==> src/tuart_pkg.sv <==
// Shared types and constants for the tick-timed 8N1 UART transceiver.
package tuart_pkg;

    // Frame layout: one start bit, DataBits data bits, one stop bit.
    localparam int DataBits    = 8;
    localparam int FrameBits   = DataBits + 2;
    localparam int BitCntW     = $clog2(FrameBits + 1);

    // Widths of the configuration registers.
    localparam int BitPeriodW  = 16;
    localparam int HalfPeriodW = 15;
    localparam int CfgIdxW     = 2;
    localparam int CfgDataW    = 16;

    typedef enum logic [CfgIdxW-1:0] {
        CFG_BIT_PERIOD      = 2'd0,
        CFG_HALF_BIT_PERIOD = 2'd1
    } t_cfg_index;

    typedef struct packed {
        logic [7:0] tx_data;
        logic       tx_request;
        logic       rx_level;
    } t_in_word;

    typedef struct packed {
        logic [7:0] rx_byte;
        logic       rx_valid;
        logic       tx_busy;
        logic       tx_line;
    } t_out_word;

    typedef struct packed {
        logic                valid;
        logic [DataBits-1:0] data;
    } t_rx_status;

    typedef struct packed {
        logic line;
        logic busy;
    } t_tx_status;

endpackage

==> src/tuart_rx.sv <==
// Receiver: start edge hunt, mid-bit sampling and byte assembly.
module tuart_rx #(
    parameter int TICK_WIDTH = 16
) (
    input  logic                   i_clk,
    input  logic                   i_rst_n,
    input  logic                   i_step,
    input  logic                   i_level,
    input  logic [TICK_WIDTH-1:0]  i_period,
    input  logic [TICK_WIDTH-1:0]  i_half_period,
    output tuart_pkg::t_rx_status  o_next
);

    localparam int CntW = TICK_WIDTH + 1;

    logic                             r_sampling, n_sampling;
    logic                             r_prev_level, n_prev_level;
    logic [CntW-1:0]                  r_tick_count, n_tick_count;
    logic [tuart_pkg::BitCntW-1:0]    r_bits_left, n_bits_left;
    logic [tuart_pkg::DataBits-1:0]   r_shift, n_shift;
    logic [tuart_pkg::DataBits-1:0]   r_hold, n_hold;
    logic                             n_done;

    always_comb begin
        n_sampling   = r_sampling;
        n_tick_count = r_tick_count;
        n_bits_left  = r_bits_left;
        n_shift      = r_shift;
        n_hold       = r_hold;
        n_done       = 1'b0;
        n_prev_level = i_level;
        if (!r_sampling) begin
            // Only a true mark-to-space transition starts a frame.
            if (r_prev_level && !i_level) begin
                n_sampling   = 1'b1;
                n_tick_count = {1'b0, i_period} + {1'b0, i_half_period};
                n_bits_left  = tuart_pkg::BitCntW'(tuart_pkg::DataBits);
            end
        end else if (r_tick_count <= CntW'(1)) begin
            n_shift      = {i_level, r_shift[tuart_pkg::DataBits-1:1]};
            n_tick_count = CntW'(i_period);
            if (r_bits_left != '0) begin
                n_bits_left = r_bits_left - tuart_pkg::BitCntW'(1);
            end
            if (n_bits_left == '0) begin
                n_hold      = n_shift;
                n_bits_left = tuart_pkg::BitCntW'(tuart_pkg::DataBits);
                n_sampling  = 1'b0;
                n_done      = 1'b1;
            end
        end else begin
            n_tick_count = r_tick_count - CntW'(1);
        end
    end

    assign o_next.valid = n_done;
    assign o_next.data  = n_hold;

    always_ff @(posedge i_clk) begin
        if (!i_rst_n) begin
            r_sampling   <= 1'b0;
            r_prev_level <= 1'b1;
            r_tick_count <= '0;
            r_bits_left  <= tuart_pkg::BitCntW'(tuart_pkg::DataBits);
            r_shift      <= '0;
            r_hold       <= '0;
        end else if (i_step) begin
            r_sampling   <= n_sampling;
            r_prev_level <= n_prev_level;
            r_tick_count <= n_tick_count;
            r_bits_left  <= n_bits_left;
            r_shift      <= n_shift;
            r_hold       <= n_hold;
        end
    end

endmodule

==> src/tuart_tx.sv <==
// Transmitter: bit timer and frame shift register.
module tuart_tx #(
    parameter int TICK_WIDTH = 16
) (
    input  logic                    i_clk,
    input  logic                    i_rst_n,
    input  logic                    i_step,
    input  logic                    i_request,
    input  logic [7:0]              i_data,
    input  logic [TICK_WIDTH-1:0]   i_period,
    output tuart_pkg::t_tx_status   o_next
);

    localparam int FrameW = tuart_pkg::FrameBits;

    logic [TICK_WIDTH-1:0]          r_tick_count, n_tick_count;
    logic [FrameW-1:0]              r_shift, n_shift;
    logic [tuart_pkg::BitCntW-1:0]  r_bits_left, n_bits_left;
    logic                           r_active, n_active;
    logic                           r_next_level, n_next_level;
    logic                           r_level, n_level;

    always_comb begin
        n_tick_count = r_tick_count;
        n_shift      = r_shift;
        n_bits_left  = r_bits_left;
        n_active     = r_active;
        n_next_level = r_next_level;
        n_level      = r_level;
        if (r_active) begin
            if (r_tick_count <= TICK_WIDTH'(1)) begin
                // Bit boundary: drive the queued level and queue the next bit.
                n_tick_count = i_period;
                n_level      = r_next_level;
                if (r_bits_left == '0) begin
                    n_active    = 1'b0;
                    n_bits_left = tuart_pkg::BitCntW'(FrameW);
                end else begin
                    n_next_level = r_shift[0];
                    n_shift      = {1'b0, r_shift[FrameW-1:1]};
                    n_bits_left  = r_bits_left - tuart_pkg::BitCntW'(1);
                end
            end else begin
                n_tick_count = r_tick_count - TICK_WIDTH'(1);
            end
        end else if (i_request) begin
            // Stop bit, data LSB first, start bit in the low position.
            n_shift      = {1'b1, i_data[tuart_pkg::DataBits-1:0], 1'b0};
            n_bits_left  = tuart_pkg::BitCntW'(FrameW);
            n_tick_count = i_period;
            n_next_level = 1'b1;
            n_active     = 1'b1;
        end
    end

    assign o_next.line = n_level;
    assign o_next.busy = n_active;

    always_ff @(posedge i_clk) begin
        if (!i_rst_n) begin
            r_tick_count <= '0;
            r_shift      <= '0;
            r_bits_left  <= tuart_pkg::BitCntW'(FrameW);
            r_active     <= 1'b0;
            r_next_level <= 1'b1;
            r_level      <= 1'b1;
        end else if (i_step) begin
            r_tick_count <= n_tick_count;
            r_shift      <= n_shift;
            r_bits_left  <= n_bits_left;
            r_active     <= n_active;
            r_next_level <= n_next_level;
            r_level      <= n_level;
        end
    end

endmodule

==> src/timer_based_uart_8n1.sv <==
// Top level of the tick-timed 8N1 UART: word pipeline, configuration and assertions.
// Throughput: one input word per clock cycle while downstream does not stall, set by the input and result registers.
// Path: an accepted word waits in the input register and then moves into the result register,
// provided the result register is free; downstream stall holds it in the input register.
// Reset (synchronous, active low) clears both pipeline stages, idles the receiver in
// edge hunt and the transmitter at mark, and loads bit_period 104 and half_bit_period 52.
module timer_based_uart_8n1 #(
    parameter int TICK_WIDTH = 16
) (
    input  logic                                  i_clk,
    input  logic                                  i_rst_n,

    input  logic                                  i_in_valid,
    output logic                                  o_in_stall,
    input  tuart_pkg::t_in_word                   i_in_word,

    output logic                                  o_out_valid,
    input  logic                                  i_out_stall,
    output tuart_pkg::t_out_word                  o_out_word,

    input  logic                                  i_cfg_valid,
    output logic                                  o_cfg_ready,
    input  logic [tuart_pkg::CfgIdxW-1:0]         i_cfg_index,
    input  logic [tuart_pkg::CfgDataW-1:0]        i_cfg_data
);

    // Configuration registers. Writes are always taken; an index outside
    // the register list is simply dropped.
    logic [tuart_pkg::BitPeriodW-1:0]  r_bit_period;
    logic [tuart_pkg::HalfPeriodW-1:0] r_half_period;
    logic                              cfg_write;

    assign o_cfg_ready = 1'b1;
    assign cfg_write   = i_cfg_valid && o_cfg_ready;

    always_ff @(posedge i_clk) begin
        if (!i_rst_n) begin
            r_bit_period  <= tuart_pkg::BitPeriodW'(104);
            r_half_period <= tuart_pkg::HalfPeriodW'(52);
        end else if (cfg_write) begin
            if (i_cfg_index == tuart_pkg::CFG_BIT_PERIOD) begin
                r_bit_period <= i_cfg_data[tuart_pkg::BitPeriodW-1:0];
            end
            if (i_cfg_index == tuart_pkg::CFG_HALF_BIT_PERIOD) begin
                r_half_period <= i_cfg_data[tuart_pkg::HalfPeriodW-1:0];
            end
        end
    end

    // Timer loads are cut or widened to the tick counter width.
    logic [TICK_WIDTH-1:0] period_ticks;
    logic [TICK_WIDTH-1:0] half_ticks;

    assign period_ticks = TICK_WIDTH'(r_bit_period);
    assign half_ticks   = TICK_WIDTH'(r_half_period);

    // Two-stage word pipeline. The input register holds the tick that is being
    // worked on; the receiver and transmitter state advance exactly when that
    // word moves into the result register. The result register lets a new
    // word be taken while a finished one still waits downstream.
    logic                 r_in_valid;
    tuart_pkg::t_in_word  r_in;
    logic                 r_out_valid;
    tuart_pkg::t_out_word r_out;
    logic                 advance;

    tuart_pkg::t_rx_status rx_next;
    tuart_pkg::t_tx_status tx_next;

    assign advance    = r_in_valid && (!r_out_valid || !i_out_stall);
    assign o_in_stall = r_in_valid && !advance;

    always_ff @(posedge i_clk) begin
        if (!i_rst_n) begin
            r_in_valid <= 1'b0;
        end else if (i_in_valid && !o_in_stall) begin
            r_in_valid <= 1'b1;
        end else if (advance) begin
            r_in_valid <= 1'b0;
        end
    end

    always_ff @(posedge i_clk) begin
        if (i_in_valid && !o_in_stall) begin
            r_in <= i_in_word;
        end
    end

    always_ff @(posedge i_clk) begin
        if (!i_rst_n) begin
            r_out_valid <= 1'b0;
        end else if (advance) begin
            r_out_valid <= 1'b1;
        end else if (!i_out_stall) begin
            r_out_valid <= 1'b0;
        end
    end

    always_ff @(posedge i_clk) begin
        if (advance) begin
            r_out.rx_byte  <= rx_next.data;
            r_out.rx_valid <= rx_next.valid;
            r_out.tx_busy  <= tx_next.busy;
            r_out.tx_line  <= tx_next.line;
        end
    end

    assign o_out_valid = r_out_valid;
    assign o_out_word  = r_out;

    // The receiver samples the line level carried by each word.
    tuart_rx #(
        .TICK_WIDTH (TICK_WIDTH)
    ) u_rx (
        .i_clk         (i_clk),
        .i_rst_n       (i_rst_n),
        .i_step        (advance),
        .i_level       (r_in.rx_level),
        .i_period      (period_ticks),
        .i_half_period (half_ticks),
        .o_next        (rx_next)
    );

    // The transmitter only looks at a request while it is idle.
    tuart_tx #(
        .TICK_WIDTH (TICK_WIDTH)
    ) u_tx (
        .i_clk     (i_clk),
        .i_rst_n   (i_rst_n),
        .i_step    (advance),
        .i_request (r_in.tx_request),
        .i_data    (r_in.tx_data),
        .i_period  (period_ticks),
        .o_next    (tx_next)
    );

    // A word held in the input stage must not be lost or overwritten.
    a_in_hold: assert property (@(posedge i_clk) disable iff (!i_rst_n)
        r_in_valid && !advance |=> r_in_valid && $stable(r_in))
        else $error("input stage lost or changed a held word");

    // Upstream is only stalled when the input stage is full.
    a_stall_full: assert property (@(posedge i_clk) disable iff (!i_rst_n)
        o_in_stall |-> r_in_valid)
        else $error("input stalled with empty input stage");

    // With no frame in flight the transmit line rests at mark.
    a_tx_idle_mark: assert property (@(posedge i_clk) disable iff (!i_rst_n)
        o_out_valid && !o_out_word.tx_busy |-> o_out_word.tx_line)
        else $error("transmit line at space while idle");

    // A completed byte is followed by at least one result without completion.
    a_rx_pulse: assert property (@(posedge i_clk) disable iff (!i_rst_n)
        advance && rx_next.valid |=> !(advance && rx_next.valid))
        else $error("receiver completed bytes on consecutive words");

endmodule
==> config.mk <==
export PLATFORM = sky130hd
export DESIGN_NAME = timer_based_uart_8n1
export DESIGN_NICKNAME = d
export VERILOG_FILES = /design/src/tuart_pkg.sv /design/src/tuart_rx.sv /design/src/tuart_tx.sv /design/src/timer_based_uart_8n1.sv
export SDC_FILE = /design/constraint.sdc
export NUM_CORES = 1
export LEC_CHECK = 0
export BUFFER_PORTS_ARGS = -buffer_cell sky130_fd_sc_hd__buf_2
export CAP_MARGIN = 15
export CELL_PAD_IN_SITES_DETAIL_PLACEMENT = 1
export CELL_PAD_IN_SITES_GLOBAL_PLACEMENT = 1
export CORE_ASPECT_RATIO = 1.1
export CORE_UTILIZATION = 50
export DETAILED_ROUTE_END_ITERATION = 8
export PLACE_DENSITY_LB_ADDON = 0.1
export SLEW_MARGIN = 20
export SYNTH_ARGS = -nofsm -noshare
export SYNTH_HDL_FRONTEND = slang
export SYNTH_HIERARCHICAL = 1
export SYNTH_SLANG_ARGS = --single-unit
==> constraint.sdc <==
create_clock -name i_clk -period 5.4 [get_ports i_clk]
set_input_delay 0.27 -clock i_clk [delete_from_list [all_inputs] [get_ports i_clk]]
set_output_delay 0.27 -clock i_clk [all_outputs]
set_load 0.05 [all_outputs]
# After elaboration in Yosys (flattened, before gate mapping)
# Cells that the tools add are included.
[word_totals] out_inout_bits=14 memories=0 mem_bits_rw=0 register_bits=126 latchBits=0 rom_bits=0 word_cells=104
[classes] n_mul=0 n_eq_ne=5 n_reduce_logical=26 magnitude_cmp=2 mux=43 shift=0 n_bitwise=0 n_div=0 add_sub_neg=5
[ops] operator="$mux W17" count=3
[ops] operator="$mux W16" count=3
[ops] operator="$mux W4" count=11
[ops] operator="$mux W10" count=4
[ops] operator="$mux W8" count=3
[ops] operator="$mux W1" count=19
[ops] operator="$add A16 B15 Y17" count=1
[ops] operator="$le A17 B1 Y1 const B" count=1
[ops] operator="$sub A17 B1 Y17 const B" count=1
[ops] operator="$le A16 B1 Y1 const B" count=1
[ops] operator="$sub A16 B1 Y16 const B" count=1
[ops] operator="$reduce_and A2 Y1" count=5
[ops] operator="$reduce_and A3 Y1" count=3
[ops] operator="$logic_not A4 Y1" count=2
[ops] operator="$sub A4 B1 Y4 const B" count=2
[ops] operator="$ne A2 B2 Y1 const B" count=3
[ops] operator="$reduce_bool A2 Y1" count=3
[ops] operator="$logic_not A1 Y1" count=5
[ops] operator="$logic_and A1 B1 Y1" count=4
[ops] operator="$reduce_and A4 Y1" count=1
[ops] operator="$reduce_bool A4 Y1" count=1
[ops] operator="$eq A2 B1 Y1 const B" count=1
[ops] operator="$logic_not A2 Y1" count=1
[ops] operator="$ne A2 B1 Y1 const B" count=1
[ops] operator="$logic_or A1 B1 Y1" count=1

# Depth between registers and ports, before layout
# Gate-level depths: netlist of the first run.
[logic_depth] ltp_word=8 mapped_depth=10 depth_no_buf=8

# Modules after synthesis
# The synthesis of the first run kept the hierarchy.
[by_module_without_submodules] module="tuart_rx" seq_area_each_um2=760.7 n_inst=1 cells_each=383 area_per_inst_um2=3075.4
[by_module_without_submodules] module="tuart_tx" seq_area_each_um2=660.6 n_inst=1 cells_each=236 area_per_inst_um2=2015.7
[by_module_without_submodules] module="timer_based_uart_8n1" seq_area_each_um2=1291.2 n_inst=1 cells_each=156 area_per_inst_um2=1946.9

# Worst setup path after synthesis of the first run
# No wires, ideal clock.
[synth_timing] path_type="flip-flop to flip-flop" startpoint="reg r_out_valid, in the netlist o_out_valid" endpoint="reg u_tx/r_bits_left[0] in the netlist's numbering" period_less_slack_ns=3.204 path_slack_ns=2.196 stages_incl_launch_ff=7 arrival_time_ns=3.134 t_required_ns=5.330 cell_sequence="dfxtp_1 a21boi_0 o21ai_1 nor2_1 a31oi_4 or4_1 a21oi_1"
[synth_between] elab_chain_len=4
[synth_lines] item="from (decl)" line="timer_based_uart_8n1.sv:63" source="logic r_out_valid;"
[synth_lines] item="from (signal assigned)" line="timer_based_uart_8n1.sv:91" source="r_out_valid <= 1'b0;"
[synth_lines] item="from (signal assigned)" line="timer_based_uart_8n1.sv:93" source="r_out_valid <= 1'b1;"
[synth_lines] item="from (signal assigned)" line="timer_based_uart_8n1.sv:95" source="r_out_valid <= 1'b0;"
[synth_lines] item="$logic_not A1 Y1" line="timer_based_uart_8n1.sv:70" source="assign advance = r_in_valid && (!r_out_valid || !i_out_stall);"
[synth_lines] item="$logic_or A1 B1 Y1" line="timer_based_uart_8n1.sv:70"
[synth_lines] item="$logic_and A1 B1 Y1" line="timer_based_uart_8n1.sv:70"
[synth_lines] item="net advance" line="timer_based_uart_8n1.sv:65" source="logic advance;"
[synth_lines] item="$reduce_and A3 Y1 (no source line)"
[synth_lines] item="to (signal assigned)" line="tuart_tx.sv:63" source="r_bits_left <= tuart_pkg::BitCntW'(FrameW);"
[synth_lines] item="to (signal assigned)" line="tuart_tx.sv:70" source="r_bits_left <= n_bits_left;"
[synth_lines] item="to (decl)" line="tuart_tx.sv:18" source="logic [tuart_pkg::BitCntW-1:0] r_bits_left, n_bits_left;"
# The timed path passes the listed nets, and every way through them passes these cells.
# A chain may end at the register's enable or synchronous reset.

==> results of run 1 <==
## where the power goes
| group | leakage, nW | switching [mW] | internal, mW |
|---|---|---|---|
| registers | 1.05 | 0.0473 | 0.986 |
| clock network | 0.286 | 0.439 | 0.725 |
| logic | 1.83 | 0.272 | 0.148 |
| total | 3.16 | 0.758 | 1.86 |
## stage by stage
stage               instance area (sq um)  power, mW  utilization [%]
detailed placement                   7320       1.46             53.0
CTS                                  7910       2.63             57.4
global route                         7910       2.72             57.4
finish                               7920       2.62             57.4
floorplan                            7040       1.36                -
global placement                     7320       1.44             53.0
## kinds of logic after synthesis
logic type	count (synthesis)	share of synthesized area, %
flops	125	38.5
compound gates	181	18.1
mux	65	9.49
buf+inv	67	4.59
other cells	2	0.107
fa+ha+maj	24	4.37
simple gates	291	22.3
xor+xnor	20	2.49
## path summary, 6_finish.rpt
| kind | from | to | slack (ns) | cells after the start |
|---|---|---|---|---|
| max reg2reg | u_rx/r_tick_count[6] | o_out_word[3] | 2.53 | 5 |
| min reg2reg | r_half_period[11] | r_half_period[11] | 0.47 | 2 |
| max | u_rx/r_tick_count[6] | o_out_word[3] | 2.53 | 5 |
| min | i_in_word[5] | r_in[5] | 0.02 | 1 |
## layer usage
metal  global-route usage [%]  wire [microns]
met3                     5.83             702
met1                     37.0            9140
met4                     11.0             428
met5                        0               0
met2                     50.8           10300
## layout make-up
type / instances / share of cell area, %
antenna: 1 / 0.0316
clock buffer: 18 / 5.42
clock inverter: 14 / 2.10
inverter: 22 / 1.04
multi-input combinational: 583 / 50.6
sequential: 125 / 34.3
tap: 188 / 2.97
timing repair buffer: 52 / 3.54
## critical path: stages, from the launching register on
cell and delay, ns:
dfxtp_1 0.38, nor4_4 0.37, nand4b_2 0.23, nor2_1 0.80, nand3_2 0.43, mux2_2 0.41
## sequential cells by signal, summed over array words and instances, names as in the netlist, 8 cells and up
| signal | count |
|---|---|
| r_in | 10 |
| r_half_period | 15 |
| period_ticks | 16 |
| u_tx/r_shift | 10 |
| u_rx/r_hold | 8 |
| u_tx/r_tick_count | 16 |
| u_rx/r_tick_count | 17 |
| o_out_word | 11 |
## layout by cell type (no fill, tap or decap), drive strengths merged, types with 14 or more instances in the layout
master,Yosys,layout
dfxtp,104,104
nand2,99,99
nor2,54,54
buf,19,52
mux2i,51,51
o21ai,39,39
a21oi,34,34
ha,23,23
inv,20,23
nand3,22,22
edfxtp,21,21
nor2b,20,20
clkbuf,26,18
nor3,18,18
a31oi,14,14
mux2,14,14
nor4,14,14
==> results.sh, run 1 <==
export IMPL_status="completed"
export IMPL_fillCellCount=1589
export IMPL_synth_cell_type_count=90
export IMPL_grt_use_total_pct=29.8
export IMPL_post_place_ws_ns=2.57
export IMPL_whs_ns=0.0200
export IMPL_slew_violations=0
export IMPL_netlist_area_sq_mm=0.00704
export IMPL_finalCriticalPeriod_ns=2.87
export IMPL_initial_core_util_pct=51.0
export IMPL_ys_flop_type="dfxtp_1"
export IMPL_worst_setup_path_start_kind="flip-flop"
export IMPL_leakage_nw=3.16
export IMPL_multi_input_area_sq_mm=0.00401
export IMPL_synth_top_cell_area_share_pct=29.6
export IMPL_hold_viol=0
export IMPL_max_freq_ghz=0.348
export IMPL_fin_setup_tns_ns=0
export IMPL_ys_top_cells_by_area="dfxtp_1 30%, edfxtp_1 9.0%, mux2i_1 7.3%"
export IMPL_worstPathMaxFanout=14
export IMPL_async_flop_share_pct=0
export IMPL_synth_area_leader_cell="dfxtp_1"
export IMPL_cts_resized=0
export IMPL_via_count=6169
export IMPL_dieHeight_microns=126
export IMPL_finalNetCount=858
export IMPL_final_cells=1003
export IMPL_die_x_microns=115
export IMPL_drtPass1Iterations=5
export IMPL_grt_antenna_before_repair=0
export IMPL_grt_pass1_wl_microns=33200
export IMPL_ys_warn_count=6
export IMPL_cap_violations=0
export IMPL_synth_seq_cells=125
export IMPL_drive_above_1_share_pct=14.6
export IMPL_fin_skew_ns=0.00520
export IMPL_p_per_area_mw_per_mm2=331
export IMPL_synth_edf_count=21
export IMPL_place_gp_congestion=0.883
export IMPL_grt_max_degree=93
export IMPL_grt_overflow_total=0
export IMPL_drc_errors=0
export IMPL_cp_end_kind="flip-flop"
export IMPL_tightest_slew_ns=1.06
export IMPL_rsz0062_at_grt="no"
export IMPL_ir_drop_mv=0.185
export IMPL_io_buffers=45
export IMPL_rows=45
export IMPL_postSynthAreaPerCell_sq_um=9.08
export IMPL_path_clk_slew_ns=0.06
export IMPL_synth_commonest_cells="104 x dfxtp_1, 99 x nand2_1, 53 x nor2_1, 51 x mux2i_1, 35 x o21ai_0"
export IMPL_core_area_sq_mm=0.0138
export IMPL_finalWorstSetupSlack_ns=2.53
export IMPL_post_route_period_util_pct=53.2
export IMPL_cts_tree="done"
export IMPL_routed_wl_microns=20600
export IMPL_clockRootBuffer="clkbuf_16"
export IMPL_synth_cells=775
export IMPL_hpwl_microns=13700
export IMPL_cts_buffers=17
export IMPL_synth_most_common_cell="dfxtp_1"
export IMPL_setup_viol=0
export IMPL_syn_num_nets=832
export IMPL_ios=47
export IMPL_arrival_ns=3.05
export IMPL_path_class="reg2reg"
export IMPL_cts_sinks=125
export IMPL_postCtsHoldBufs=0
export IMPL_vias_per_cell=6.15
export IMPL_area_growth_pct=12.5
export IMPL_drt_initial_drc_count=287
export IMPL_ff_latch_area_sq_mm=0.00271
export IMPL_drt_wirelength_per_cell_microns=20.6
export IMPL_clk_path_buf_depth=2
export IMPL_antenna_left=0
export IMPL_htree_levels=4
export IMPL_clk_latency_ns=0.42
export IMPL_postCtsSetupBuffers=0
export IMPL_dpl_cell_count=970
export IMPL_dieArea_sq_mm=0.0146
export IMPL_relSlewSlack_pct=29.4
export IMPL_required_ns=5.57
export IMPL_holdCritPathClass="in2reg"
export IMPL_grt_pass1_vias=6392
export IMPL_ys_seq_area_share_pct=38.5
No activity file was read; power rests on OpenSTA's default activity.
==> inputs of run 2 (changes only) <==
--- a/config.mk
+++ b/config.mk
@@ -10,7 +10,7 @@
 export CELL_PAD_IN_SITES_DETAIL_PLACEMENT = 1
 export CELL_PAD_IN_SITES_GLOBAL_PLACEMENT = 1
 export CORE_ASPECT_RATIO = 1.1
-export CORE_UTILIZATION = 50
+export CORE_UTILIZATION = 47
 export DETAILED_ROUTE_END_ITERATION = 8
 export PLACE_DENSITY_LB_ADDON = 0.1
 export SLEW_MARGIN = 20
==> constraint.sdc (replaced) <==
create_clock -name i_clk -period 2.9 [get_ports i_clk]
set_input_delay 0.145 -clock i_clk [delete_from_list [all_inputs] [get_ports i_clk]]
set_output_delay 0.145 -clock i_clk [all_outputs]
set_load 0.05 [all_outputs]
==> run 2 against run 1 <==
Compared with the run above:
- register-to-register slack worse by 2.3 ns
- via count up 2.5%
- clock skew up 0.0028 ns
- non-clock buffer count up 34
- critical path type unchanged
- largest power group unchanged
==> results.sh, run 2 (synthesized netlist as in run 1, its figures left out) <==
export IMPL_drtPass1Iterations=5
export IMPL_clk_path_buf_depth=2
export IMPL_grt_pass1_vias=6578
export IMPL_dieHeight_microns=130
export IMPL_final_cell_mix="104 x dfxtp_1, 99 x nand2_1, 53 x nor2_1"
export IMPL_max_freq_ghz=0.376
export IMPL_timing_rr_start="period_ticks[2]"
export IMPL_reg2reg_depth=8
export IMPL_area_growth_pct=18.3
export IMPL_cts_tree="done"
export IMPL_slew_violations=0
export IMPL_initial_core_util_pct=48.5
export IMPL_finalNetCount=892
export IMPL_drt_wirelength_per_cell_microns=20.9
export IMPL_drive_above_1_share_pct=15.6
export IMPL_dieArea_sq_mm=0.0155
export IMPL_regMostFlops="u_rx/r_tick_count"
export IMPL_status="completed"
export IMPL_htree_levels=4
export IMPL_required_ns=3.20
export IMPL_cp_end_kind="flip-flop"
export IMPL_fin_setup_tns_ns=0
export IMPL_antenna_left=0
export IMPL_grt_pass1_wl_microns=34800
export IMPL_final_area_sq_mm=0.00833
export IMPL_busiest_layer="met2"
export IMPL_grt_max_degree=93
export IMPL_drc_errors=0
export IMPL_holdCritPathClass="in2reg"
export IMPL_clockRootBuffer="clkbuf_16"
export IMPL_grt_use_total_pct=29.0
export IMPL_ir_drop_mv=0.414
export IMPL_met1_usage_pct=34.9
export IMPL_place_gp_congestion=0.884
export IMPL_finalCriticalPeriod_ns=2.66
export IMPL_p_per_area_mw_per_mm2=633
export IMPL_diodes=0
export IMPL_path_class="reg2reg"
export IMPL_post_dp_cell_area_sq_mm=0.00743
export IMPL_worst_setup_path_start_kind="flip-flop"
export IMPL_grtUsageMet3_pct=5.46
export IMPL_core_area_sq_mm=0.0145
export IMPL_setup_viol=0
export IMPL_ios=47
export IMPL_die_x_microns=119
export IMPL_grt_antenna_before_repair=0
export IMPL_cts_sinks=125
export IMPL_grt_util_met2_pct=51.2
export IMPL_postCtsSetupBuffers=0
export IMPL_hold_depth=3
export IMPL_worstPathMaxFanout=4
export IMPL_via_count=6324
export IMPL_min_to="r_half_period[3]"
export IMPL_drt_initial_drc_count=410
export IMPL_min_from="i_cfg_data[3]"
export IMPL_vias_per_cell=6.08
export IMPL_io_buffers=45
export IMPL_cap_violations=0
export IMPL_path_clk_slew_ns=0.06
export IMPL_routed_wl_microns=21700
export IMPL_fin_skew_ns=0.00799
export IMPL_arrival_ns=2.96
export IMPL_rows=46
export IMPL_clk_latency_ns=0.43
export IMPL_tightest_slew_ns=0.991
export IMPL_reg2reg_slack_ns=0.24
export IMPL_grt_overflow_total=0
export IMPL_cts_buffers=17
export IMPL_relSlewSlack_pct=33.9
export IMPL_layout_commonest_cell="dfxtp_1"
export IMPL_rsz0062_at_grt="no"
export IMPL_r2r_end="u_rx/r_tick_count[13]"
export IMPL_largest_register_ff_count=17
export IMPL_post_route_period_util_pct=91.8
export IMPL_hold_viol=0
export IMPL_hpwl_microns=14600
export IMPL_leakage_nw=3.36
run 2: critical path, cell delays in order, from the launching register on:
cell and delay [ns]:
dfxtp_1 0.44, ha_1 0.33, a21oi_1 0.31, a2111oi_0 0.20, buf_4 0.18, nor3_1 0.47
a21oi_1 0.19, xnor2_1 0.31, o211ai_2 0.11
run 2: per-layer routing:
metal	wire, microns	share of wire [%]	vias to the layer above
met5	0	0	-
met4	504	2.3	0
met3	736	3.4	31
met2	11000	51	133
met1	9500	44	3178
li1	-	-	2982
run 2: stage by stage:
step	power [mW]	utilization (%)	setup WS, ns	std cells	hold slack [ns]
floorplan	2.53	-	0.171	775	0.244
global placement	2.72	51.2	0.509	987	0.321
detailed placement	2.76	51.2	0.457	987	0.324
CTS	5.30	57.4	0.312	1040	0.00530
global route	5.46	57.4	0.113	1040	0.0336
finish	5.27	57.4	0.238	1040	0.0143
run 2: how the worst max path moves through the flow:
stage / from / end / cells past startpoint
finish: period_ticks[2] / u_rx/r_tick_count[13] / 8
detailed placement: period_ticks[2] / u_rx/r_tick_count[13] / 8
global placement: period_ticks[2] / u_rx/r_tick_count[13] / 8
global route: period_ticks[2] / u_rx/r_tick_count[11] / 8
CTS: period_ticks[2] / u_rx/r_tick_count[13] / 8
floorplan: o_out_valid / u_rx/r_tick_count[5] / 7
run 2: what timing repair did:
item	CTS	global route
resized for setup	0	0
hold buffers	21	0
hold endpoints to repair	25	0
run 2: power breakdown:
part / switching [mW] / internal [mW] / leakage, nW
Clock: 0.790 / 1.72 / 0.332
Combinational: 0.526 / 0.319 / 1.99
Sequential: 0.0836 / 1.84 / 1.05
run 2: final cells by class:
cell class / count / area [sq um]
Clock buffer: 20 / 447
Clock inverter: 12 / 240
Fill cell: 1692 / 6170
Inverter: 22 / 82.6
Multi-Input combinational cell: 583 / 4010
Sequential cell: 125 / 2710
Tap cell: 192 / 240
Timing Repair Buffer: 86 / 601
==> inputs of run 3 (changes only) <==
--- a/config.mk
+++ b/config.mk
@@ -10,11 +10,10 @@
 export CELL_PAD_IN_SITES_DETAIL_PLACEMENT = 1
 export CELL_PAD_IN_SITES_GLOBAL_PLACEMENT = 1
 export CORE_ASPECT_RATIO = 1.1
-export CORE_UTILIZATION = 47
+export CORE_UTILIZATION = 46
 export DETAILED_ROUTE_END_ITERATION = 8
 export PLACE_DENSITY_LB_ADDON = 0.1
 export SLEW_MARGIN = 20
 export SYNTH_ARGS = -nofsm -noshare
 export SYNTH_HDL_FRONTEND = slang
-export SYNTH_HIERARCHICAL = 1
 export SYNTH_SLANG_ARGS = --single-unit
==> constraint.sdc (replaced) <==
create_clock -name i_clk -period 2.9 [get_ports i_clk]
set_input_delay 0.435 -clock i_clk [delete_from_list [all_inputs] [get_ports i_clk]]
set_output_delay 0.435 -clock i_clk [all_outputs]
set_load 0.05 [all_outputs]
==> run 3 against run 2 <==
Compared with the run above:
- sequential cell count is the same
- non-clock buffer count is 16 lower
- first-iteration DRC count is 11% lower
- clock skew up 0.0036 ns
- worst setup slack gained 0.043 ns
- sequential power about the same
- critical path depth fell by 2
- combinational power fell by 9.6%
==> results.sh, run 3 <==
export IMPL_final_util_pct=54.7
export IMPL_postCtsHoldBufs=0
export IMPL_rsz0062_at_grt="no"
export IMPL_fin_setup_tns_ns=0
export IMPL_grt_max_degree=36
export IMPL_slew_violations=0
export IMPL_setup_viol=0
export IMPL_cts_sinks=125
export IMPL_largest_register_ff_count=17
export IMPL_final_cell_mix="122 x nand2_1, 104 x dfxtp_1, 65 x nor2_1"
export IMPL_ios=47
export IMPL_htree_levels=4
export IMPL_regMostFlops="u_rx.r_tick_count"
export IMPL_drive_above_1_share_pct=15.9
export IMPL_holdCritPathClass="in2reg"
export IMPL_p_per_area_mw_per_mm2=610
export IMPL_final_area_sq_mm=0.00764
export IMPL_min_from="i_in_word[5]"
export IMPL_synth_commonest_cells="122 x nand2_1, 104 x dfxtp_1, 65 x nor2_1, 62 x a21oi_1, 35 x o21ai_0"
export IMPL_initial_core_util_pct=47.6
export IMPL_routed_wl_microns=19900
export IMPL_cts_tree="done"
export IMPL_worstPathMaxFanout=19
export IMPL_grt_antenna_before_repair=0
export IMPL_grt_use_total_pct=28.1
export IMPL_fin_total_pwr_mw=4.66
export IMPL_post_dp_cell_area_sq_mm=0.00709
export IMPL_timing_rr_start="u_rx.r_tick_count[8]"
export IMPL_syn_num_nets=832
export IMPL_synth_seq_cells=125
export IMPL_netlist_area_sq_mm=0.00665
export IMPL_ys_flop_type="dfxtp_1"
export IMPL_diodes=0
export IMPL_relSlewSlack_pct=45.7
export IMPL_postSynthAreaPerCell_sq_um=8.57
export IMPL_hold_viol=0
export IMPL_via_count=6052
export IMPL_ys_top_cells_by_area="dfxtp_1 31%, edfxtp_1 9.5%, nand2_1 6.9%"
export IMPL_cap_violations=0
export IMPL_die_x_microns=117
export IMPL_path_class="reg2reg"
export IMPL_synth_most_common_cell="nand2_1"
export IMPL_final_cells=1024
export IMPL_hpwl_microns=13900
export IMPL_clk_latency_ns=0.42
export IMPL_synth_top_family_by_area="simple AND/OR/NAND/NOR gates"
export IMPL_whs_ns=0.189
export IMPL_leakage_nw=3.06
export IMPL_worst_setup_path_start_kind="flip-flop"
export IMPL_core_area_sq_mm=0.0140
export IMPL_finalCriticalPeriod_ns=2.62
export IMPL_synth_cells=776
export IMPL_grt_pass1_wl_microns=32100
export IMPL_drtPass1Iterations=4
export IMPL_antenna_left=0
export IMPL_async_flop_share_pct=0
export IMPL_finalNetCount=879
export IMPL_cp_end_kind="flip-flop"
export IMPL_drt_wirelength_per_cell_microns=19.4
export IMPL_place_gp_congestion=0.847
export IMPL_synth_simple_area_share_pct=22.2
export IMPL_dpl_cell_count=992
export IMPL_layout_commonest_cell="nand2_1"
export IMPL_fin_skew_ns=0.0116
export IMPL_synthMuxAreaShare_pct=5.44
export IMPL_critPathLaunch="u_rx.r_tick_count[8]"
export IMPL_area_growth_pct=15.0
export IMPL_vias_per_cell=5.91
export IMPL_grt_overflow_total=0
export IMPL_ir_drop_mv=0.397
export IMPL_synth_compound_area_share_pct=20.2
export IMPL_clk_path_buf_depth=2
export IMPL_max_freq_ghz=0.382
export IMPL_ys_warn_count=0
export IMPL_io_buffers=45
export IMPL_postCtsSetupBuffers=0
export IMPL_cts_resized=0
export IMPL_finalWorstSetupSlack_ns=0.281
export IMPL_arrival_ns=2.96
export IMPL_clockRootBuffer="clkbuf_16"
export IMPL_status="completed"
export IMPL_path_clk_slew_ns=0.06
export IMPL_fillCellCount=1721
export IMPL_required_ns=3.24
export IMPL_tightest_slew_ns=0.815
export IMPL_cts_buffers=17
export IMPL_grt_pass1_vias=6253
export IMPL_post_place_ws_ns=0.268
export IMPL_synth_cell_type_count=82
export IMPL_dieArea_sq_mm=0.0149
export IMPL_synth_fa_ha_area_share_pct=4.44
export IMPL_synth_top_cell_area_share_pct=31.3
export IMPL_drt_initial_drc_count=363
export IMPL_synthXorXnorAreaFrac_pct=2.64
export IMPL_drc_errors=0
export IMPL_ys_seq_area_share_pct=40.8
export IMPL_post_route_period_util_pct=90.3
export IMPL_synth_edf_count=21
export IMPL_dieHeight_microns=128
export IMPL_synth_area_leader_cell="dfxtp_1"
export IMPL_rows=45
==> run 3: cell types whose count changed in the layout (fill, tap and decap cells not counted), sizes merged, moves of 12 or more <==
cell,before,now
a21oi,34,62
dlygate4sd3,21,0
mux2i,51,20
nor2b,20,4
nor2,54,66
nand2,99,123
==> run 3: layout make-up <==
cell class / count / area [sq um] / area share [%]
clock buffers: 18 / 439 / 5.75
multi-input cells: 589 / 3650 / 47.8
clock inverters: 14 / 113 / 1.47
well taps: 188 / 235 / 3.08
repair buffers: 70 / 413 / 5.40
inverters: 20 / 75.1 / 0.982
flip-flops and latches: 125 / 2710 / 35.5
==> run 3: path summary, 6_finish.rpt <==
path / end / slack, ns / depth (start not counted)
hold / removal: r_in[5] / 0.19 / 1
hold reg to reg: u_rx.r_prev_level / 0.46 / 2
setup / recovery: u_rx.r_tick_count[3] / 0.28 / 6
setup reg to reg: u_rx.r_tick_count[3] / 0.28 / 6
==> run 3: worst max-delay path, stage by stage, from the launching register on <==
cell and delay (ns):
dfxtp_1 0.38, or4_4 0.58, or3_4 0.42, or2_1 0.53, o221ai_1 0.35, a31oi_1 0.08, nor3_1 0.21
==> run 3: report_power, final <==
part	total [mW]	switching, mW	internal, mW
sequential	1.91	0.0753	1.83
clock	1.99	0.858	1.13
combinational	0.764	0.470	0.295
total	4.66	1.40	3.26
==> run 3: cell families (layout without fill, tap and decap cells) <==
group                      after synthesis  after routing
xor gates and xnor gates                20             20
adders and majority gates               23             23
buffers and inverters                   62            122
muxes                                   34             34
and+or+nand+nor                        308            308
DFF                                    125            125
AOI/OAI and AO/OA                      203            203
other                                    1              1
==> run 3: metal layers <==
layer | up-vias | wire [microns] | track usage [%]
li1 | 2910 | - | -
met1 | 2973 | 8730 | 34.8
met2 | 132 | 9840 | 48.1
met5 | - | 0 | 0
met3 | 37 | 765 | 5.30
met4 | 0 | 527 | 10.2
